**src/rtl/rnhe_pkg.sv**
```systemverilog
`timescale 1ns / 1ps
// rnhe_pkg: shared types and constants of the nearest-hit ray engine
// used by rnhe_ctrl, rnhe_iter, rnhe_dp and the top level

package rnhe_pkg;

  localparam logic [30:0] QMAX       = '1;
  localparam int          ACC_W      = 66;
  localparam int          ITER_STEPS = 32;

  typedef enum logic [1:0] {
    KIND_NONE   = 2'd0,
    KIND_SPHERE = 2'd1,
    KIND_PLANE  = 2'd2
  } kind_t;

  typedef enum logic [3:0] {
    MUL_TC_X, MUL_TC_Y, MUL_TC_Z,
    MUL_OL_X, MUL_OL_Y, MUL_OL_Z,
    MUL_R2, MUL_TM2,
    MUL_DEN_X, MUL_DEN_Y, MUL_DEN_Z,
    MUL_NUM_X, MUL_NUM_Y, MUL_NUM_Z
  } mul_sel_t;

  typedef enum logic [3:0] {
    ST_IDLE, ST_READ, ST_KIND, ST_MUL, ST_FLUSH, ST_CHECK1, ST_CHECK2,
    ST_ITER, ST_TCALC, ST_UPDATE, ST_FINISH
  } state_t;

  typedef struct packed {
    logic [1:0]         kind;
    logic signed [31:0] px;
    logic signed [31:0] py;
    logic signed [31:0] pz;
    logic signed [31:0] vx;
    logic signed [31:0] vy;
    logic signed [31:0] vz;
    logic [30:0]        rad;
  } slot_t;

  typedef struct packed {
    logic     ray_start;
    logic     load_wr;
    logic     rd_en;
    logic     oc_en;
    logic     mul_en;
    mul_sel_t mul_sel;
    logic     check1;
    logic     check2;
    logic     iter_step;
    logic     tcalc;
    logic     update;
    logic     out_load;
  } cmd_t;

  typedef struct packed {
    logic [1:0] kind;
    logic       miss1;
    logic       miss2;
  } sts_t;

  typedef struct packed {
    logic start_sqrt;
    logic start_div;
    logic step;
  } iter_ctl_t;

endpackage

```
**src/rtl/rnhe_ctrl.sv**
```systemverilog
`timescale 1ns / 1ps
// rnhe_ctrl: sequencer that walks the slot table for each ray
// depends on rnhe_pkg

module rnhe_ctrl
  import rnhe_pkg::*;
#(
  parameter int SLOTS = 16,
  parameter int CNT_W = $clog2(SLOTS + 1)
) (
  input  logic             clk,
  input  logic             rst_n,
  input  logic             in_valid,
  input  logic             in_func,
  output logic             in_stall,
  output logic             out_valid,
  input  logic             out_stall,
  input  logic [4:0]       active_slots,
  input  sts_t             sts,
  output cmd_t             cmd,
  output logic [CNT_W-1:0] slot_idx
);

  localparam logic [2:0] SPH_LAST = 3'd7;
  localparam logic [2:0] PLN_LAST = 3'd5;

  state_t           state_r, state_nxt;
  logic [CNT_W-1:0] cnt_r, cnt_nxt, count;
  logic [2:0]       step_r, step_nxt;
  logic [4:0]       it_r, it_nxt;
  logic             out_valid_r, out_valid_nxt;

  assign count    = (int'(active_slots) > SLOTS) ? CNT_W'(SLOTS) : CNT_W'(active_slots);
  assign slot_idx = cnt_r;
  assign in_stall = (state_r != ST_IDLE);
  assign out_valid = out_valid_r;

  always_ff @(posedge clk) begin
    if (!rst_n) begin
      state_r     <= ST_IDLE;
      cnt_r       <= '0;
      step_r      <= '0;
      it_r        <= '0;
      out_valid_r <= 1'b0;
    end else begin
      state_r     <= state_nxt;
      cnt_r       <= cnt_nxt;
      step_r      <= step_nxt;
      it_r        <= it_nxt;
      out_valid_r <= out_valid_nxt;
    end
  end

  // next state
  always_comb begin
    state_nxt = state_r;
    cnt_nxt   = cnt_r;
    step_nxt  = step_r;
    it_nxt    = it_r;
    case (state_r)
      ST_IDLE: begin
        if (in_valid && in_func) begin
          cnt_nxt   = '0;
          state_nxt = ST_READ;
        end
      end
      ST_READ: begin
        state_nxt = (cnt_r == count) ? ST_FINISH : ST_KIND;
      end
      ST_KIND: begin
        step_nxt = '0;
        if (sts.kind == KIND_SPHERE || sts.kind == KIND_PLANE) begin
          state_nxt = ST_MUL;
        end else begin
          cnt_nxt   = cnt_r + 1'b1;
          state_nxt = ST_READ;
        end
      end
      ST_MUL: begin
        step_nxt = step_r + 1'b1;
        if (step_r == ((sts.kind == KIND_SPHERE) ? SPH_LAST : PLN_LAST)) begin
          state_nxt = ST_FLUSH;
        end
      end
      ST_FLUSH: state_nxt = ST_CHECK1;
      ST_CHECK1: begin
        it_nxt = '0;
        if (sts.miss1) begin
          cnt_nxt   = cnt_r + 1'b1;
          state_nxt = ST_READ;
        end else begin
          state_nxt = (sts.kind == KIND_SPHERE) ? ST_CHECK2 : ST_ITER;
        end
      end
      ST_CHECK2: begin
        it_nxt = '0;
        if (sts.miss2) begin
          cnt_nxt   = cnt_r + 1'b1;
          state_nxt = ST_READ;
        end else begin
          state_nxt = ST_ITER;
        end
      end
      ST_ITER: begin
        it_nxt = it_r + 1'b1;
        if (it_r == 5'(ITER_STEPS - 1)) begin
          state_nxt = ST_TCALC;
        end
      end
      ST_TCALC: state_nxt = ST_UPDATE;
      ST_UPDATE: begin
        cnt_nxt   = cnt_r + 1'b1;
        state_nxt = ST_READ;
      end
      ST_FINISH: begin
        if (!out_valid_r || !out_stall) begin
          state_nxt = ST_IDLE;
        end
      end
      default: state_nxt = ST_IDLE;
    endcase
  end

  // outputs
  always_comb begin
    cmd         = '0;
    cmd.mul_sel = MUL_TC_X;
    case (state_r)
      ST_IDLE: begin
        cmd.ray_start = in_valid && in_func;
        cmd.load_wr   = in_valid && !in_func;
      end
      ST_READ:   cmd.rd_en = (cnt_r != count);
      ST_KIND:   cmd.oc_en = 1'b1;
      ST_MUL: begin
        cmd.mul_en = 1'b1;
        if (sts.kind == KIND_SPHERE) begin
          case (step_r)
            3'd0:    cmd.mul_sel = MUL_TC_X;
            3'd1:    cmd.mul_sel = MUL_TC_Y;
            3'd2:    cmd.mul_sel = MUL_TC_Z;
            3'd3:    cmd.mul_sel = MUL_OL_X;
            3'd4:    cmd.mul_sel = MUL_OL_Y;
            3'd5:    cmd.mul_sel = MUL_OL_Z;
            3'd6:    cmd.mul_sel = MUL_R2;
            default: cmd.mul_sel = MUL_TM2;
          endcase
        end else begin
          case (step_r)
            3'd0:    cmd.mul_sel = MUL_DEN_X;
            3'd1:    cmd.mul_sel = MUL_DEN_Y;
            3'd2:    cmd.mul_sel = MUL_DEN_Z;
            3'd3:    cmd.mul_sel = MUL_NUM_X;
            3'd4:    cmd.mul_sel = MUL_NUM_Y;
            default: cmd.mul_sel = MUL_NUM_Z;
          endcase
        end
      end
      ST_CHECK1: cmd.check1    = 1'b1;
      ST_CHECK2: cmd.check2    = 1'b1;
      ST_ITER:   cmd.iter_step = 1'b1;
      ST_TCALC:  cmd.tcalc     = 1'b1;
      ST_UPDATE: cmd.update    = 1'b1;
      ST_FINISH: cmd.out_load  = !out_valid_r || !out_stall;
      default:   cmd.out_load  = 1'b0;
    endcase
  end

  always_comb begin
    out_valid_nxt = out_valid_r;
    if (cmd.out_load) begin
      out_valid_nxt = 1'b1;
    end else if (!out_stall) begin
      out_valid_nxt = 1'b0;
    end
  end

endmodule

```
**config.mk**
```make
export PLATFORM = sky130hd
export DESIGN_NAME = rnhe_ctrl
export DESIGN_NICKNAME = d
export VERILOG_FILES = /design/src/rtl/rnhe_pkg.sv /design/src/rtl/rnhe_ctrl.sv
export SDC_FILE = /design/constraint.sdc
export NUM_CORES = 1
export LEC_CHECK = 0
export BUFFER_PORTS_ARGS = -buffer_cell sky130_fd_sc_hd__buf_2
export CORE_ASPECT_RATIO = 0.9
export CORE_MARGIN = 3
export CORE_UTILIZATION = 50
export CTS_CLUSTER_DIAMETER = 40
export DETAILED_ROUTE_END_ITERATION = 6
export GPL_TIMING_DRIVEN = 0
export PLACE_DENSITY = 0.77
export SLEW_MARGIN = 40
export SYNTH_ARGS = -nofsm -noshare
export SYNTH_HDL_FRONTEND = slang
export SYNTH_SLANG_ARGS = --single-unit
```
**constraint.sdc**
```tcl
create_clock -name clk -period 2.3 [get_ports clk]
set_clock_uncertainty 0.05 [all_clocks]
set_input_delay 0 -clock clk [delete_from_list [all_inputs] [get_ports clk]]
set_output_delay 0 -clock clk [all_outputs]
set_load 0.03 [all_outputs]
```
==> results.md, run 1 <==
* Antenna Nets Post-Route at 0
* Vias per cell at 5.68
* Die Span X at slightly below 60 um
* CP peak stage delay at 0.52 ns
* CP delay by family, top: simple AND/OR/NAND/NOR gates
* Final setup fails at 0
* CP Capture Type: register
* Combinational power share at 0.485
* Count of final max-slew check failures at 0
* Top cells by area, synth: dfxtp_1, ha_1, o21ai_0
* Tcrit/Tclk final at 0.885
* Syn_nets at around 190
* Synth top area share at 0.279
* Area grow syn2layout at 21.3%
* WL final at 3.42 mm
* Slew headroom at 0.558
* Final Net Count at between 200 and 250
* CORE AREA at around 2300 um^2
* Static leakage at 0.727 nW
* Hold Crit Class: primary input to register
* Vias in the first global route at 1328
* Area of the mapped netlist at between 1000 and 1500 um^2
* Slowest stage cell on the critical path: nor4_1
* Gr ovfl total at 0
* Total track usage at 0.233
* Pwr per Cell Area at between 700 and 800 nW/um^2
* Switching Share at 0.437
* Count of different cell masters after synthesis at 39
* Initial antenna violation count at 0
* Drt first-iter violations at around 70
* Status: complete, no violations
* CP startpoint kind: register
* Shortest period the worst path allows at slightly above 2 ns
* CTS tree: done
* Post-CTS setup buffers at 0
* Mapped Cells at 170
* CP cell instances: nand2b_1, or2_2, clkbuf_1, a31oi_1, nor4_1, mux2i_1
* CTS H-tree depth at 1
* Synth area leader: dfxtp_1
* Layout cell share with drive strength beyond 1 at 0.236
* Crit Path Category: register to register
* Post-synth EDFFs at 0
* Initial Util at 0.557
* Pin count of the biggest net entering global routing at 11
* Tightest Pin Transition at 0.657 ns
* Post-route setup TNS at 0 ns
* Synth Flop Type: dfxtp_1
* Hold Vio Cnt, Final at 0
* Synth Warn # at 0
* CTS Buffer Depth at 2
* Maxcap violations at 0
* Drt first pass iters at 5
* Worst-skew pair later-pin latency at between 0.3 and 0.4 ns
* Part of the power in the clock network at 0.178
* DR WL/cell at approximately 14 um
* CTS clk-pin slew, worst paths at 0.12 ns
* IO Pins at 36
* Total chip power at between 1 and 1.5 mW
* Sink Count at 18
* Post-synthesis register bit count at 18
* CP Max Fanout at 8
* Final GP Congestion at 0.852
* Buf/Inv on CP at 1
* Peak Freq at between 0.4 and 0.5 GHz
* Fraction of registers with async set or reset after synthesis at 0
* CTS root buf: clkbuf_4
* Max VDD drop at 0.610 mV
* First-pass GRT wire length at roughly 5.7 mm
* Unrepaired setup endpoints after global routing: false
* Antenna diodes at 0
* Row count at 16
* Die Y-Extent at 54.3 um
* Crit path DAT at 2.23 ns
* R2R setup slack at 0.26 ns
* Flop pwr share at 0.338
* Critical path required time at around 2.5 ns
* DR DRC count at 0
* Syn Area/Cell at ~7.6 um^2
* Die area at between 3000 and 4000 um^2
* Post-DP HPWL at ~2.6 mm
* Num CTS Buffers at 3
* Switching power at around 0.50 mW
* Internal power at 0.639 mW
* Vias at about 1400
* Seq/Total Area, Yosys at 0.279
* Number of port buffers at 35
## synth_stat cells, types with 5 or more instances
master,count
o21ai_0,16
nand2_1,11
nor2_1,18
nand3_1,6
dfxtp_1,18
nor3b_1,5
a21oi_1,14
inv_1,12
nor3_1,7
ha_1,9
## repair_timing
action,in CTS,in global routing
hold buffers,3,0
gates resized for setup,0,0
hold endpoints to repair,5,0
## power groups by stage
stage          logic [mW]  registers [mW]  clock network, mW
5_1_grt             0.606           0.389              0.214
2_1_floorplan       0.391           0.403                  0
3_3_place_gp        0.527           0.386                  0
6_report            0.550           0.383              0.202
3_5_place_dp        0.541           0.389                  0
4_1_cts             0.546           0.382              0.203
## final timing paths
kind,startpoint,cells after the start,to
max,state_r[3],6,state_r[0]
min reg2reg,it_r[3],2,it_r[3]
min,active_slots[1],5,state_r[3]
max reg2reg,state_r[3],6,state_r[0]
## cell families after synthesis
family | after synthesis | share of synthesized area
simple gates | 68 | 0.285
compound gates | 46 | 0.221
buf+inv | 21 | 0.0735
flops | 18 | 0.279
fa+ha+maj | 9 | 0.0870
xor+xnor | 7 | 0.0474
mux | 1 | 0.00774
## tightest hold or removal path: stages
cell	delay [ns]
buf_2	0.08
xor2_1	0.14
nor4_1	0.07
nand2_1	0.06
a2bb2oi_1	0.05
## metrics by stage
stage / setup WS (ns) / hold slack (ns) / util / cells / area [um^2]
5_1_grt: 0.112 / 0.127 / 0.676 / 239 / 1570
3_3_place_gp: 0.381 / 0.249 / 0.647 / 232 / 1500
6_report: 0.263 / 0.0897 / 0.676 / 239 / 1570
4_1_cts: 0.290 / 0.0889 / 0.676 / 239 / 1570
3_5_place_dp: 0.323 / 0.261 / 0.647 / 232 / 1500
2_1_floorplan: 0.258 / 0.0637 / - / 170 / 1290
## cell type report
| class | count | area [um^2] |
|---|---|---|
| sequential | 18 | 360 |
| timing repair buffer | 38 | 205 |
| buffer | 9 | 50.0 |
| clock buffer | 4 | 36.3 |
| multi-input combinational | 131 | 838 |
| inverter | 12 | 45.0 |
| fill | 216 | 753 |
| tap | 27 | 33.8 |
## flip-flops by register name, indices dropped and copies added, names as in the netlist
signal and flops:
it_r 5, state_r 4, slot_idx 5, out_valid 1
step_r 3
## placed cells by master (no fill, tap or decap), types with 2 or more instances in the layout
cell type / n
a21oi_1: 14
a22oi_1: 2
a32o_1: 2
buf_2: 39
buf_4: 3
clkbuf_1: 2
clkbuf_4: 3
dfxtp_1: 18
dlygate4sd3_1: 3
ha_1: 9
inv_1: 12
nand2_1: 11
nand2b_1: 4
nand3_1: 6
nor2_1: 18
nor2b_1: 2
nor3_1: 7
nor3b_1: 5
nor4_1: 3
o21a_1: 2
o21ai_0: 16
or2_2: 2
or3_1: 4
or4_1: 2
xnor2_1: 4
xor2_1: 3
## layer usage
layer | wire (um) | vias to the layer above | part of all wire | track usage
li1 | - | 687 | - | -
met1 | 1530 | 606 | 0.45 | 0.301
met2 | 1590 | 56 | 0.46 | 0.385
met3 | 244 | 8 | 0.071 | 0.0495
met4 | 56 | 0 | 0.016 | 0.0812
met5 | 0 | - | 0 | 0
Note: power is estimated with default switching activity, not from simulation.
==> inputs of run 2 (changes only) <==
Settings changed: CELL_PAD_IN_SITES_DETAIL_PLACEMENT set to 1, CELL_PAD_IN_SITES_GLOBAL_PLACEMENT set to 1, CORE_UTILIZATION 50 to 37, PLACE_DENSITY 0.77 to unset, PLACE_DENSITY_LB_ADDON set to 0.1.
==> run 2 against run 1 <==
Net effect:
- count of clock-buffer cells in the layout shrank 1
- sequential share of layout area decreased by 0.15 points
- via count grew 2.1%
- non-clock buffer count shrank 2
- maximum frequency rose by 6.5%
- sequential cell count is the same
- final cell count is 5.0% higher
- combinational power is 2% higher
- critical path depth is 1 higher
- die area rose by 31%
- clock power up 9%
- utilization decreased by 18 points
==> results.md, run 2 (synthesis results as in run 1) <==
* Post-route setup TNS at 0 ns (unchanged)
* Vias in the first global route at 1326 (was 1328)
* Worst reg2reg path depth at 7 (was 6)
* CP peak stage delay at 0.49 ns (was 0.52 ns)
* CTS tree: done (unchanged)
* Unrepaired setup endpoints after global routing: false (unchanged)
* Hold Crit Class: primary input to register (unchanged)
* Gr ovfl total at 0 (unchanged)
* Row count at 19 (was 16)
* Worst-skew pair later-pin latency at 0.26 ns (was 0.31 ns)
* Hold Vio Cnt, Final at 0 (unchanged)
* WL final at 3.71 mm (was 3.42 mm)
* Static leakage at 0.720 nW (was 0.727 nW)
* CTS Buffer Depth at 2 (unchanged)
* Most frequent cells in the layout: buf_2, nor2_1, dfxtp_1 (unchanged)
* DR DRC count at 0 (unchanged)
* Die Span X at 68.3 um (was 59.6 um)
* Layout cell share with drive strength beyond 1 at 0.239 (was 0.236)
* Dpl ws at 0.249 ns (was 0.323 ns)
* Initial Util at 0.403 (was 0.557)
* Shortest period the worst path allows at 1.91 ns (was 2.04 ns)
* Placed cells at 247 (was 232)
* CORE AREA at 3210 um^2 (was 2320 um^2)
* Drt first pass iters at 5 (unchanged)
* Total chip power at 1.17 mW (was 1.13 mW)
* Initial antenna violation count at 0 (unchanged)
* Vias per cell at 5.52 (was 5.68)
* DR WL/cell at 14.8 um (was 14.3 um)
* Post-DP HPWL at 2.91 mm (was 2.60 mm)
* Num CTS Buffers at 3 (unchanged)
* # fillers at 429 (was 216)
* CTS H-tree depth at 1 (unchanged)
* Antenna diodes at 0 (unchanged)
* Final Net Count at 234 (was 236)
* Post-CTS setup buffers at 0 (unchanged)
* Die Y-Extent at 62.1 um (was 54.3 um)
* Status: complete, no violations (unchanged)
* Pwr per Cell Area at 739 nW/um^2 (was 723 nW/um^2)
* Die area at 4240 um^2 (was 3230 um^2)
* Tcrit/Tclk final at 0.831 (was 0.885)
* Peak Freq at 0.523 GHz (was 0.491 GHz)
* CP startpoint kind: register (unchanged)
* Drt first-iter violations at 121 (was 72)
* Final GP Congestion at 0.848 (was 0.852)
* Max VDD drop at 0.280 mV (was 0.610 mV)
* Area grow syn2layout at 22.0% (was 21.3%)
* Antenna Nets Post-Route at 0 (unchanged)
* Cell area after layout at 1580 um^2 (was 1570 um^2)
* Count of final max-slew check failures at 0 (unchanged)
* Vias at 1385 (was 1357)
* Fin cells at 251 (was 239)
* Slowest stage cell on the critical path: or4_1 (was nor4_1)
* CTS clk-pin slew, worst paths at 0.07 ns (was 0.12 ns)
* Final setup fails at 0 (unchanged)
* Number of port buffers at 35 (unchanged)
* Crit path DAT at 1.99 ns (was 2.23 ns)
* Slew headroom at 0.594 (was 0.558)
* Crit Path Category: register to register (unchanged)
* Total track usage at 0.191 (was 0.233)
* Maxcap violations at 0 (unchanged)
* Pin count of the biggest net entering global routing at 11 (unchanged)
* Commonest non-fill, non-tap cell in the layout: buf_2 (unchanged)
* Placed cell area at 1520 um^2 (was 1500 um^2)
* CTS root buf: clkbuf_8 (was clkbuf_4)
* WHS Path Cells at 2 (was 5)
* Sink Count at 18 (unchanged)
* IO Pins at 36 (unchanged)
* CP cell instances: buf_4, or4_1, buf_2, a21oi_4, nand4b_4, xor2_1, nor2_1 (was nand2b_1, or2_2, clkbuf_1, a31oi_1, nor4_1, mux2i_1)
* CP Capture Type: register (unchanged)
* Area of the multi-input gates at 845 um^2 (was 838 um^2)
* CP Max Fanout at 10 (was 8)
* Setup WS post-layout at 0.388 ns (was 0.263 ns)
* First-pass GRT wire length at 6.17 mm (was 5.73 mm)
* Register area at 360 um^2 (unchanged)
* Tightest Pin Transition at 0.603 ns (was 0.657 ns)
* Critical path required time at 2.37 ns (was 2.50 ns)
==> run 2: cell count changes in the layout (fill, tap and decap cells not counted) <==
cell | before | now
clkbuf_4 | 3 | 0
clkbuf_8 | 1 | 3
dlygate4sd3_1 | 3 | 1
nor4_1 | 3 | 2
nor4_2 | 0 | 1
==> run 2: cell type report <==
cell class,instances,area share
timing repair buffer,36,0.117
clock buffer,3,0.0261
tap,42,0.0333
inverter,12,0.0285
multi-input combinational,131,0.535
buffer,9,0.0317
sequential,18,0.228
==> run 2: worst paths after layout <==
| kind | start | to | slack, ns |
|---|---|---|---|
| worst max-delay path | state_r[1] | slot_idx[0] | 0.39 |
| worst min-delay path | rst_n | state_r[2] | 0.01 |
| worst max register to register | state_r[1] | slot_idx[0] | 0.39 |
| worst min register to register | it_r[3] | it_r[3] | 0.46 |
==> run 2: worst max-delay path, delay by kind of cell (launching register included) <==
family / cells / cell delay [ns]
and+or+nand+nor: 3 / 0.76
buffers and inverters: 2 / 0.33
DFF: 1 / 0.31
xor gates and xnor gates: 1 / 0.17
AOI/OAI and AO/OA: 1 / 0.16
==> run 2: where the power goes <==
group / internal, mW / switching, mW
sequential: 0.342 / 0.0448
clock: 0.117 / 0.103
combinational: 0.203 / 0.357
total: 0.662 / 0.505
==> run 2: what timing repair did <==
action,in CTS,in global routing
resized for setup,0,1
setup endpoints to repair,0,2
hold endpoints to repair,1,0
hold buffers,1,0
==> run 2: routing by layer <==
layer  vias up  part of all wire  global-route usage
li1        676                 -                   -
met5         -                 0                   0
met2        30              0.51               0.330
met3         9             0.043              0.0378
met1       670              0.43               0.245
met4         0             0.016              0.0510
==> run 2: per-stage QoR <==
step	util	hold WS, ns
after detailed placement	0.474	0.264
after global routing	0.492	0.0161
final	0.492	0.0134
after CTS	0.490	0.00148
after global placement	0.474	0.254
after floorplan	-	0.0637
==> inputs of run 3 (changes only) <==
Clock period 2.3 ns to 2 ns, I/O delays scaled along.
==> run 3 against run 2 <==
Net effect:
- final cell count grew 0.80%
- critical path type unchanged
- combinational power grew 30%
- sequential share of layout area shrank 0.72 points
- first-iteration DRC count shrank 36%
- via count shrank 0.72%
- non-clock buffer count is the same
- maximum frequency grew 0.75%
- worst setup slack lost 0.29 ns
- critical endpoint is now slot_idx[4]
- critical path depth shrank 1
- global-route usage grew 0.46 points
- highest routed layer unchanged
- count of clock-buffer cells in the layout grew 1
==> results.md, run 3 (synthesis results as in run 1) <==
* Area of the multi-input gates at 881 um^2 (was 845 um^2)
* Count of final max-slew check failures at 0 (unchanged)
* Initial antenna violation count at 0 (unchanged)
* Sink Count at 18 (unchanged)
* Placed cells at 247 (unchanged)
* Hold Startpoint: rst_n (unchanged)
* Tightest Pin Transition at 0.699 ns (was 0.603 ns)
* CP cell instances: buf_4, nor3b_1, o21ai_1, nand4b_2, or3_1, a21oi_1 (was buf_4, or4_1, buf_2, a21oi_4, nand4b_4, xor2_1, nor2_1)
* Flop pwr share at 0.304 (was 0.332)
* Fin cells at 253 (was 251)
* Gr ovfl total at 0 (unchanged)
* Worst R2R Start: state_r[1] (unchanged)
* CP Capture Type: register (unchanged)
* Vias in the first global route at 1360 (was 1326)
* Total chip power at 1.47 mW (was 1.17 mW)
* Tcrit/Tclk final at 0.949 (was 0.831)
* R2R setup slack at 0.10 ns (was 0.39 ns)
* Crit Path Category: register to register (unchanged)
* Most frequent cells in the layout: buf_2, dfxtp_1, nor2_1 (was buf_2, nor2_1, dfxtp_1)
* Final GP Congestion at 0.842 (was 0.848)
* Drt first-iter violations at 77 (was 121)
* Die area at 4240 um^2 (unchanged)
* Critical path required time at 2.13 ns (was 2.37 ns)
* First-pass GRT wire length at 6.23 mm (was 6.17 mm)
* Min Hold Slack at 0.00962 ns (was 0.0134 ns)
* CTS H-tree depth at 1 (unchanged)
* Number of port buffers at 35 (unchanged)
* CTS root buf: clkbuf_8 (unchanged)
* Final Net Count at 235 (was 234)
* CP peak stage delay at 0.40 ns (was 0.49 ns)
* CTS tree: done (unchanged)
* DR DRC count at 0 (unchanged)
* Final setup fails at 0 (unchanged)
* Slew headroom at 0.529 (was 0.594)
* Hold Vio Cnt, Final at 0 (unchanged)
* RR Endpoint: slot_idx[4] (was slot_idx[0])
* WL final at 3.89 mm (was 3.71 mm)
* Hold Crit Class: primary input to register (unchanged)
* Static leakage at 0.741 nW (was 0.720 nW)
* Part of the power in the clock network at 0.201 (was 0.188)
* Antenna diodes at 0 (unchanged)
* Maxcap violations at 0 (unchanged)
* # fillers at 419 (was 429)
* DR WL/cell at 15.4 um (was 14.8 um)
* CTS clk-pin slew, worst paths at 0.07 ns (about the same)
* Post-layout util at 0.508 (was 0.492)
* Commonest non-fill, non-tap cell in the layout: buf_2 (unchanged)
* Drt first pass iters at 4 (was 5)
* Cell area after layout at 1630 um^2 (was 1580 um^2)
* Internal power at 0.850 mW (was 0.662 mW)
* Worst reg2reg path depth at 6 (was 7)
* Pwr per Cell Area at 900 nW/um^2 (was 739 nW/um^2)
* Register area at 360 um^2 (unchanged)
* CORE AREA at 3210 um^2 (unchanged)
* Slowest stage cell on the critical path: o21ai_1 (was or4_1)
* Switching Share at 0.420 (was 0.433)
* Placed cell area at 1520 um^2 (about the same)
* Vias at 1375 (was 1385)
* Post-route setup TNS at 0 ns (unchanged)
* Initial Util at 0.403 (unchanged)
* Row count at 19 (unchanged)
* CTS Buffer Depth at 2 (unchanged)
* Pin count of the biggest net entering global routing at 11 (unchanged)
* Max VDD drop at 0.445 mV (was 0.280 mV)
* Post-DP HPWL at 3.05 mm (was 2.91 mm)
* Status: complete, no violations (unchanged)
* Area grow syn2layout at 26.0% (was 22.0%)
* Combinational power share at 0.495 (was 0.480)
* Antenna Nets Post-Route at 0 (unchanged)
* Num CTS Buffers at 3 (unchanged)
* IO Pins at 36 (unchanged)
* Total track usage at 0.196 (was 0.191)
* Die Span X at 68.3 um (unchanged)
* CP Max Fanout at 10 (unchanged)
* Worst-skew pair later-pin latency at 0.25 ns (was 0.26 ns)
* Worst setup path startpoint: state_r[1] (unchanged)
* Vias per cell at 5.43 (was 5.52)
* WHS Path Cells at 2 (unchanged)
* Peak Freq at 0.527 GHz (was 0.523 GHz)
* Hold Crit Endpoint: state_r[2] (unchanged)
* CP startpoint kind: register (unchanged)
* Die Y-Extent at 62.1 um (unchanged)
* Shortest period the worst path allows at 1.90 ns (was 1.91 ns)
* Dpl ws at -0.0337 ns (was 0.249 ns)
* Crit path DAT at 2.03 ns (was 1.99 ns)
* Switching power at 0.617 mW (was 0.505 mW)
* Setup WS post-layout at 0.102 ns (was 0.388 ns)
* Layout cell share with drive strength beyond 1 at 0.275 (was 0.239)
run 3: how the worst max path moves through the flow:
stage             endpoint  slack (ns)  cells after the start
5_1_grt        slot_idx[4]       -0.04                      6
2_1_floorplan      cmd[13]        0.04                      4
3_5_place_dp    state_r[2]       -0.03                      6
4_1_cts         state_r[2]        0.02                      6
3_3_place_gp    state_r[2]      -0.005                      6
6_report       slot_idx[4]        0.10                      6
run 3: final cells by class:
type                            count  share of cell area
Timing Repair Buffer               37               0.117
Inverter                           12              0.0276
Multi-Input combinational cell    132               0.540
Tap cell                           42              0.0322
Sequential cell                    18               0.221
Buffer                              8              0.0284
Clock buffer                        4              0.0338
run 3: worst max-delay path, delay by kind of cell, from the launching register on:
family / cells / cell delay, ns
buffers and inverters: 1 / 0.16
AO/OA/AOI/OAI: 2 / 0.56
flip-flops: 1 / 0.31
AND/OR/NAND/NOR: 3 / 0.75
run 3: layer usage:
metal  share of wire  track usage  vias up  wire, um
met5               0            0        -         0
met4           0.018       0.0538        0        69
met3           0.030       0.0432        8       115
met2            0.51        0.345       21      2000
met1            0.44        0.242      664      1700
li1                -            -      682         -
run 3: power groups by stage:
stage / combinational [mW] / clock (mW) / sequential (mW)
after floorplan: 0.453 / 0 / 0.463
after global placement: 0.624 / 0 / 0.450
after detailed placement: 0.642 / 0 / 0.452
after CTS: 0.662 / 0.304 / 0.445
after global routing: 0.793 / 0.324 / 0.453
final: 0.726 / 0.295 / 0.446
run 3: what timing repair did:
action,CTS,global route
gates resized for setup,1,5
hold buffers,0,0
setup buffers,0,2
gates cloned,0,1
endpoints found under the setup margin,3,7
pin swaps,0,1
